[src/design/sbrb_pkg.sv]
// Shared codes and types for the seekable byte ring buffer.
// Used by sbrb_ctrl, sbrb_datapath and seekable_byte_ring_buffer_unit.
package sbrb_pkg;

    // Input action codes
    localparam logic [2:0] ACT_WRITE = 3'd0;
    localparam logic [2:0] ACT_READ  = 3'd1;
    localparam logic [2:0] ACT_SEEK  = 3'd2;
    localparam logic [2:0] ACT_EOF   = 3'd3;
    localparam logic [2:0] ACT_RESET = 3'd4;

    // Result kind codes
    localparam logic [2:0] K_WACK   = 3'd0;
    localparam logic [2:0] K_RBYTE  = 3'd1;
    localparam logic [2:0] K_REMPTY = 3'd2;
    localparam logic [2:0] K_SOK    = 3'd3;
    localparam logic [2:0] K_SFAIL  = 3'd4;
    localparam logic [2:0] K_DONE   = 3'd5;

    // Seek origin codes
    localparam logic [1:0] SEEK_START = 2'd0;
    localparam logic [1:0] SEEK_CUR   = 2'd1;
    localparam logic [1:0] SEEK_END   = 2'd2;

    // Configuration register indexes
    localparam int unsigned CFG_IDX_W = 2;
    localparam logic [CFG_IDX_W-1:0] CFG_FILE_SIZE  = 2'd0;
    localparam logic [CFG_IDX_W-1:0] CFG_SESSION_ID = 2'd1;

    // Commands from the controller to the datapath
    typedef struct packed {
        logic capture;    // latch the accepted input item
        logic wr_do;      // store a byte and post the write ack
        logic rd_start;   // size the read, update count and position
        logic rd_short;   // post an empty or done read result
        logic rd_fetch;   // read the store at the read pointer
        logic rd_emit;    // post one read byte and advance
        logic sk_calc;    // compute the seek target
        logic sk_finish;  // check the target, apply and post the seek result
        logic misc_do;    // set eof, reset or unknown action
    } dp_cmd_t;

    // Status from the datapath to the controller
    typedef struct packed {
        logic out_free;   // output register can take a result this cycle
        logic rd_none;    // the read being started moves no byte
        logic rd_last;    // one byte left in the running read
    } dp_status_t;

endpackage

[src/design/sbrb_ctrl.sv]
// Controller state machine for the seekable byte ring buffer.
// Depends on sbrb_pkg for the command/status structs and action codes.
module sbrb_ctrl (
    input  logic                  aclk,
    input  logic                  aresetn,
    input  logic                  in_valid,
    input  logic [2:0]            in_action,
    input  sbrb_pkg::dp_status_t  st,
    output logic                  in_ready,
    output sbrb_pkg::dp_cmd_t     cmd
);
    import sbrb_pkg::*;

    typedef enum logic [8:0] {
        ST_IDLE     = 9'b000000001,
        ST_WRITE    = 9'b000000010,
        ST_MISC     = 9'b000000100,
        ST_RD_START = 9'b000001000,
        ST_RD_SHORT = 9'b000010000,
        ST_RD_ADDR  = 9'b000100000,
        ST_RD_EMIT  = 9'b001000000,
        ST_SK_CALC  = 9'b010000000,
        ST_SK_DONE  = 9'b100000000
    } state_t;

    state_t state_reg;
    state_t state_next;

    // Sequence one item at a time
    always_comb begin
        state_next = state_reg;
        cmd        = '0;
        in_ready   = 1'b0;
        unique case (state_reg)
            ST_IDLE: begin
                in_ready = 1'b1;
                if (in_valid) begin
                    cmd.capture = 1'b1;
                    priority if (in_action == ACT_WRITE) state_next = ST_WRITE;
                    else if (in_action == ACT_READ)      state_next = ST_RD_START;
                    else if (in_action == ACT_SEEK)      state_next = ST_SK_CALC;
                    else                                 state_next = ST_MISC;
                end
            end
            ST_WRITE: begin
                if (st.out_free) begin
                    cmd.wr_do  = 1'b1;
                    state_next = ST_IDLE;
                end
            end
            ST_MISC: begin
                if (st.out_free) begin
                    cmd.misc_do = 1'b1;
                    state_next  = ST_IDLE;
                end
            end
            ST_RD_START: begin
                cmd.rd_start = 1'b1;
                state_next   = st.rd_none ? ST_RD_SHORT : ST_RD_ADDR;
            end
            ST_RD_SHORT: begin
                if (st.out_free) begin
                    cmd.rd_short = 1'b1;
                    state_next   = ST_IDLE;
                end
            end
            ST_RD_ADDR: begin
                cmd.rd_fetch = 1'b1;
                state_next   = ST_RD_EMIT;
            end
            ST_RD_EMIT: begin
                if (st.out_free) begin
                    cmd.rd_emit = 1'b1;
                    state_next  = st.rd_last ? ST_IDLE : ST_RD_ADDR;
                end
            end
            ST_SK_CALC: begin
                cmd.sk_calc = 1'b1;
                state_next  = ST_SK_DONE;
            end
            ST_SK_DONE: begin
                if (st.out_free) begin
                    cmd.sk_finish = 1'b1;
                    state_next    = ST_IDLE;
                end
            end
            default: begin
                state_next = ST_IDLE;
            end
        endcase
    end

    always_ff @(posedge aclk) begin
        if (!aresetn) begin
            state_reg <= ST_IDLE;
        end else begin
            state_reg <= state_next;
        end
    end

endmodule

[config.mk]
export PLATFORM = sky130hd
export DESIGN_NAME = sbrb_ctrl
export DESIGN_NICKNAME = d
export VERILOG_FILES = /design/src/design/sbrb_pkg.sv /design/src/design/sbrb_ctrl.sv
export SDC_FILE = /design/constraint.sdc
export NUM_CORES = 1
export LEC_CHECK = 0
export BUFFER_PORTS_ARGS = -buffer_cell sky130_fd_sc_hd__buf_2
export CAP_MARGIN = 20
export CORE_MARGIN = 2
export CORE_UTILIZATION = 31
export CTS_CLUSTER_DIAMETER = 40
export DETAILED_ROUTE_END_ITERATION = 8
export GPL_TIMING_DRIVEN = 1
export PLACE_DENSITY = 0.53
export SYNTH_ARGS = -nofsm -noshare
export SYNTH_HDL_FRONTEND = slang
export SYNTH_SLANG_ARGS = --single-unit
[constraint.sdc]
create_clock -name aclk -period 1.45 [get_ports aclk]
set_input_delay 0.0725 -clock aclk [delete_from_list [all_inputs] [get_ports aclk]]
set_output_delay 0.0725 -clock aclk [all_outputs]
set_load 0.05 [all_outputs]
==> flow_summary.json, run 1 <==
{
  "rsz0062_at_grt": "yes",
  "whs_endpoint": "state_reg[4]",
  "gr-total-overflow": 0,
  "grt_usage_pct": 16.8,
  "critPathMaxStageDelay_ns": 0.34,
  "layout-drive-gt1-share_pct": 61.5,
  "slowest_stage": "or3_1",
  "start_util_pct": 33.0,
  "cts_root_buf": "clkbuf_4",
  "fin_worst_skew_ns": 0.000608,
  "min_delay_path_depth": 3,
  "ios": 19,
  "timing.rr.start": "state_reg[2]",
  "avgViaCountPerCell": 5.25,
  "hold_buffers": 0,
  "layout_common_cells": "buf_4 (14), nor2_1 (8), buf_2 (8), buf_8 (8), buf_6 (8)",
  "relSlewSlack_pct": 79.6,
  "clock_latency_ns": 0.25,
  "critPathTopFamily": "simple AND/OR/NAND/NOR gates",
  "final_common_cell": "buf_4",
  "p_sw_share_pct": 39.9,
  "synth_warnings": 0,
  "cts_tree": "done",
  "violations": "negative setup slack",
  "cts.sinks": 9,
  "drv_slew": 0,
  "drt_iter0_markers": 13,
  "cp_common_cell": "buf_4",
  "die_area_sq_um": 2490,
  "num-fill-cells": 178,
  "dr_total_vias": 782,
  "grt_pass1_wl_mm": 3.26,
  "leakagePower_nw": 0.500,
  "p_sw_w": 0.000475,
  "synth_nets": 92,
  "dp_slack_ns": -0.0587,
  "cp_num_buf_inv": 2,
  "startpoint_type": "flop",
  "clock_power_share_pct": 15.5,
  "antenna_found_initial": 0,
  "outcome": "finished, violations left",
  "grt_max_degree": 9,
  "final_antenna_net_count": 0,
  "post-route-min-period_ns": 1.60,
  "gp_congestion": 0.835,
  "min_period_over_period_pct": 110,
  "tightest_slew_ns": 0.305,
  "max_clock_freq_mhz": 626,
  "drt_wl_total_mm": 2.09,
  "dp_hpwl_mm": 1.57,
  "worst_slack_ns": -0.147,
  "cell_internal_pwr_w": 0.000716,
  "worstHoldPathType": "in -> reg",
  "p_per_area_nw_per_um2": 975,
  "ys_seq_area_share_pct": 27.5,
  "arrival_ns": 1.77,
  "syn_area_sq_um": 654,
  "worstPathCellList": "buf_4, nor2_1, nand4_2, buf_4, or3_1, mux2i_1",
  "final_util_pct": 61.7,
  "largest_reg_flops": 9,
  "yosysUniqueCellTypes": 33,
  "path_max_fanout": 7,
  "path_clk_slew_ns": 0.06,
  "rr_endpoint": "state_reg[2]",
  "syn2layout_area_growth_pct": 86.8,
  "setup_viol": 19,
  "endpoint_kind": "flop",
  "antenna_cells": 0,
  "pwr-share-comb_pct": 58.4,
  "yosys_register_bits": 9,
  "path_class": "reg -> reg",
  "hp-start": "st[1]",
  "first_pass_iters": 4,
  "port_buffers": 18,
  "routedWlPerCell_microns": 14.0,
  "core-area_sq_um": 1980,
  "peakVddDrop_uv": 877,
  "syn_avg_cell_area_sq_um": 7.88,
  "grt_pass1_vias": 756,
  "reg2regPathDepth": 6,
  "cp.required_ns": 1.62,
  "numCtsBuffers": 3,
  "hold_violations": 0,
  "power_w": 0.00119,
  "nets": 132,
  "htree_levels": 1,
  "die_width_microns": 49.9,
  "seq_power_share_pct": 26.1,
  "max_cap_violations": 0,
  "drc": 0,
  "rrSetupSlack_ns": -0.15,
  "cts_max_path_buffers": 2,
  "netlist_instances": 83,
  "num_rows": 16,
  "die_h_microns": 49.9
}
power groups by stage:
stage                     logic [W]  clock network (W)  registers, W
after floorplan            0.000365                  0      0.000281
after global placement     0.000514                  0      0.000302
after detailed placement   0.000512                  0      0.000301
after CTS                  0.000585           0.000191      0.000304
after global routing       0.000742           0.000209      0.000314
final                      0.000696           0.000185      0.000311
per-stage QoR:
step	setup TNS, ns	cell area (sq um)	instances	hold slack [ns]
5_1_grt	-3.33	1220	149	0.0730
3_3_place_gp	-0.228	951	141	0.326
2_1_floorplan	-0.276	717	83	0.151
4_1_cts	-1.74	1110	146	0.0539
3_5_place_dp	-0.226	951	141	0.325
6_report	-1.62	1220	149	0.0798
worst register-to-register path, cell delays in order (launching register included):
cell     delay (ns)
dfxtp_2        0.33
buf_4          0.17
nor2_1         0.16
nand4_2        0.19
buf_4          0.19
or3_1          0.34
mux2i_1        0.14
metal layers:
| metal | share of wire, % | routed length (microns) | up-vias | GRT usage [%] |
|---|---|---|---|---|
| met5 | 0 | 0 | - | 0 |
| met1 | 44 | 909 | 377 | 19.1 |
| met2 | 53 | 1100 | 19 | 32.4 |
| met4 | 0.81 | 17 | 0 | 5.56 |
| met3 | 3.0 | 63 | 2 | 1.21 |
| li1 | - | - | 384 | - |
logic make-up after synthesis:
kind of cell    Yosys count  synth area share, %
simple gates             46                 45.3
compound gates           11                 12.0
buf+inv                  11                 6.69
flops                     9                 27.5
xor+xnor                  4                 5.35
mux                       2                 3.06
final cells by class:
class / instances / area (sq um) / share of cell area, %
Sequential cell: 9 / 191 / 15.7
Timing Repair Buffer: 39 / 375 / 30.7
Clock buffer: 4 / 26.3 / 2.15
Inverter: 7 / 30.0 / 2.46
Multi-Input combinational cell: 63 / 566 / 46.3
Tap cell: 27 / 33.8 / 2.76
timing repair:
action,CTS,global route
resized for setup,37,19
buffers inserted,1,3
pin swaps,5,13
endpoints found under the setup margin,18,19
synth_stat cells:
| cell | n | share of area [%] |
|---|---|---|
| a31o_1 | 1 | 1.3 |
| a21oi_1 | 3 | 2.3 |
| nor3_1 | 5 | 3.8 |
| nand4b_1 | 2 | 2.7 |
| inv_1 | 7 | 4.0 |
| or3_1 | 1 | 0.96 |
| o2bb2ai_1 | 1 | 1.3 |
| nor3b_1 | 3 | 3.4 |
| clkbuf_1 | 2 | 1.1 |
| nand4_1 | 4 | 3.8 |
| and2_1 | 1 | 0.96 |
| a31oi_1 | 1 | 0.96 |
| and4_1 | 1 | 1.3 |
| and4_2 | 2 | 3.1 |
| o211ai_1 | 1 | 1.1 |
| nor2_1 | 11 | 6.3 |
| nand3_2 | 1 | 1.5 |
| buf_2 | 2 | 1.5 |
| and3_2 | 1 | 1.1 |
| nand4_2 | 1 | 1.9 |
| dfxtp_1 | 9 | 28 |
| o221ai_1 | 1 | 1.3 |
| o2111ai_1 | 1 | 1.3 |
| nand2_1 | 5 | 2.9 |
| nor4b_1 | 1 | 1.3 |
| nor4_1 | 2 | 1.9 |
| nor4_2 | 1 | 1.9 |
| o21a_1 | 2 | 2.3 |
| nand3_1 | 2 | 1.5 |
| mux2i_1 | 2 | 3.1 |
| nor4_4 | 1 | 3.3 |
| and4b_1 | 1 | 1.5 |
| xor2_1 | 4 | 5.4 |
how the worst max path moves through the flow:
stage                       from           end  slack [ns]  cells after the start
global placement    state_reg[4]  state_reg[2]       -0.06                      5
CTS                 state_reg[7]        cmd[8]       -0.15                      5
floorplan           state_reg[4]        cmd[8]       -0.08                      4
global route        state_reg[4]  state_reg[2]       -0.24                      5
detailed placement  state_reg[4]  state_reg[2]       -0.06                      5
finish              state_reg[2]  state_reg[2]       -0.15                      6
No activity file was read; power rests on OpenSTA's default activity.
==> run 2, diff against run 1 <==
--- a/config.mk
+++ b/config.mk
@@ -8,4 +8,5 @@
 export BUFFER_PORTS_ARGS = -buffer_cell sky130_fd_sc_hd__buf_2
 export CAP_MARGIN = 20
+export CORE_ASPECT_RATIO = 0.75
 export CORE_MARGIN = 2
 export CORE_UTILIZATION = 31
==> constraint.sdc (replaced) <==
create_clock -name aclk -period 1.45 [get_ports aclk]
set_input_delay 0.0725 -clock aclk [delete_from_list [all_inputs] [get_ports aclk]]
set_output_delay 0.0725 -clock aclk [all_outputs]
set_load 0.005 [all_outputs]
==> run 2 against run 1 <==
  * The flow still finishes with violations (negative setup slack)
  * Utilization decreased by 6.8 points
  * Critical endpoint is now state_reg[4]
  * Via count shrank 1.3%
  * Highest routed layer unchanged
  * Worst hold slack worse by 0.016 ns
  * Count of clock-buffer cells in the layout is the same
  * Power is 18% lower
  * Largest cell class unchanged
  * Design area is 10% lower
==> flow_summary.json, run 2 (synthesized netlist as in run 1, its figures left out) <==
{
  "reg2regPathDepth": 6,
  "die_width_microns": 57.1,
  "path_class": "reg -> reg",
  "arrival_ns": 1.70,
  "cts_tree": "done",
  "endpoint_kind": "flop",
  "antenna_cells": 0,
  "rsz0062_at_grt": "yes",
  "grt_pass1_wl_mm": 3.23,
  "layout-drive-gt1-share_pct": 55.6,
  "num_rows": 14,
  "rrSetupSlack_ns": -0.06,
  "final_common_cell": "buf_4",
  "max_clock_freq_mhz": 661,
  "start_util_pct": 32.8,
  "timing.rr.start": "state_reg[5]",
  "power_w": 0.000978,
  "die_area_sq_um": 2500,
  "layout_common_cells": "buf_4 (17), buf_2 (15), nor2_1 (9), buf_6 (9), dfxtp_2 (6)",
  "numCtsBuffers": 3,
  "num-fill-cells": 190,
  "hold_buffers": 0,
  "grt_pass1_vias": 706,
  "crit_start": "state_reg[5]",
  "first_pass_iters": 4,
  "rr_endpoint": "state_reg[4]",
  "cp_common_cell": "buf_6",
  "port_buffers": 18,
  "worstPathCellList": "nor4_4, buf_6, buf_6, nand4_1, a31o_1, a21oi_1",
  "syn2layout_area_growth_pct": 67.5,
  "antenna_found_initial": 0,
  "core-area_sq_um": 2000,
  "drv_slew": 0,
  "tightest_slew_ns": 0.419,
  "hold_violations": 0,
  "final.setup.tns_ns": -0.406,
  "setup_viol": 14,
  "min_period_over_period_pct": 104,
  "nets": 134,
  "routedWlPerCell_microns": 13.3,
  "drt_wl_total_mm": 1.96,
  "clock_latency_ns": 0.25,
  "final_antenna_net_count": 0,
  "cp.required_ns": 1.64,
  "worstHoldPathType": "in -> reg",
  "p_per_area_nw_per_um2": 892,
  "path_max_fanout": 6,
  "drc": 0,
  "dr_total_vias": 772,
  "fin_worst_skew_ns": 0.00102,
  "grt_max_degree": 10,
  "grt_usage_pct": 17.1,
  "critPathMaxStageDelay_ns": 0.33,
  "post-route-min-period_ns": 1.51,
  "ios": 19,
  "largest_reg_flops": 9,
  "htree_levels": 1,
  "drt_iter0_markers": 12,
  "relSlewSlack_pct": 72.1,
  "path_clk_slew_ns": 0.06,
  "max_cap_violations": 0,
  "leakagePower_nw": 0.495,
  "cts.sinks": 9,
  "worst_slack_ns": -0.0619,
  "cts_root_buf": "clkbuf_4",
  "violations": "negative setup slack",
  "outcome": "finished, violations left",
  "final_util_pct": 54.9,
  "startpoint_type": "flop",
  "dp_hpwl_mm": 1.42,
  "peakVddDrop_uv": 457,
  "cts_max_path_buffers": 2,
  "avgViaCountPerCell": 5.22,
  "gr-total-overflow": 0,
  "gp_congestion": 0.828,
  "slowest_stage": "dfxtp_2",
  "crit_path_end": "state_reg[4]",
  "die_h_microns": 43.8
}
[run 2: cell count changes in the layout (fill, tap and decap cells not counted), sizes merged]
cell and change:
inv +1, buf +2, clkinvlp -1
[run 2: power breakdown]
group	internal (W)	total [W]	switching, W
Clock	0.000106	0.000194	0.0000881
Sequential	0.000269	0.000302	0.0000335
Combinational	0.000244	0.000481	0.000237
Total	0.000619	0.000978	0.000359
[run 2: routing by layer]
metal | share of wire [%] | vias up | GRT usage, % | wire, microns
met2 | 46 | 16 | 26.9 | 900
met3 | 3.2 | 2 | 3.58 | 63
met1 | 50 | 361 | 23.1 | 980
met4 | 0.92 | 0 | 6.98 | 18
met5 | 0 | - | 0 | 0
li1 | - | 393 | - | -
[run 2: area by class of cell]
| cell class | count | area (sq um) | area share, % |
|---|---|---|---|
| multi-input cells | 63 | 518 | 47.3 |
| repair buffers | 41 | 304 | 27.7 |
| flip-flops and latches | 9 | 191 | 17.5 |
| well taps | 24 | 30.0 | 2.74 |
| clock buffers | 4 | 26.3 | 2.40 |
| inverters | 7 | 26.3 | 2.40 |
[run 2: worst min-delay path by stage]
stage | from | endpoint | depth (start not counted)
2_1_floorplan | aresetn | state_reg[0] | 1
6_report | in_action[0] | state_reg[3] | 3
5_1_grt | in_action[0] | state_reg[3] | 3
3_3_place_gp | aresetn | state_reg[0] | 2
3_5_place_dp | st[1] | state_reg[4] | 3
4_1_cts | in_action[0] | state_reg[3] | 3
[run 2: per-stage QoR]
stage	std cells	instance area, sq um	setup slack (ns)	hold slack (ns)
after floorplan	83	654	0.0191	0.151
after CTS	145	1040	-0.0704	0.0590
after global placement	135	862	-0.00998	0.332
final	148	1100	-0.0619	0.0642
after detailed placement	135	862	-0.105	0.341
after global routing	148	1100	-0.184	0.0613
[run 2: critical path: cells and delay by family, from the launching register on]
kind | cells | cell delay, ns
simple gates | 2 | 0.48
compound gates | 2 | 0.37
buf+inv | 2 | 0.26
flops | 1 | 0.33
[run 2: what timing repair did]
item,in CTS,in global routing
pin swaps,15,6
gates resized for setup,28,8
setup buffers,8,3
endpoints found under the setup margin,19,19
cloned,0,0
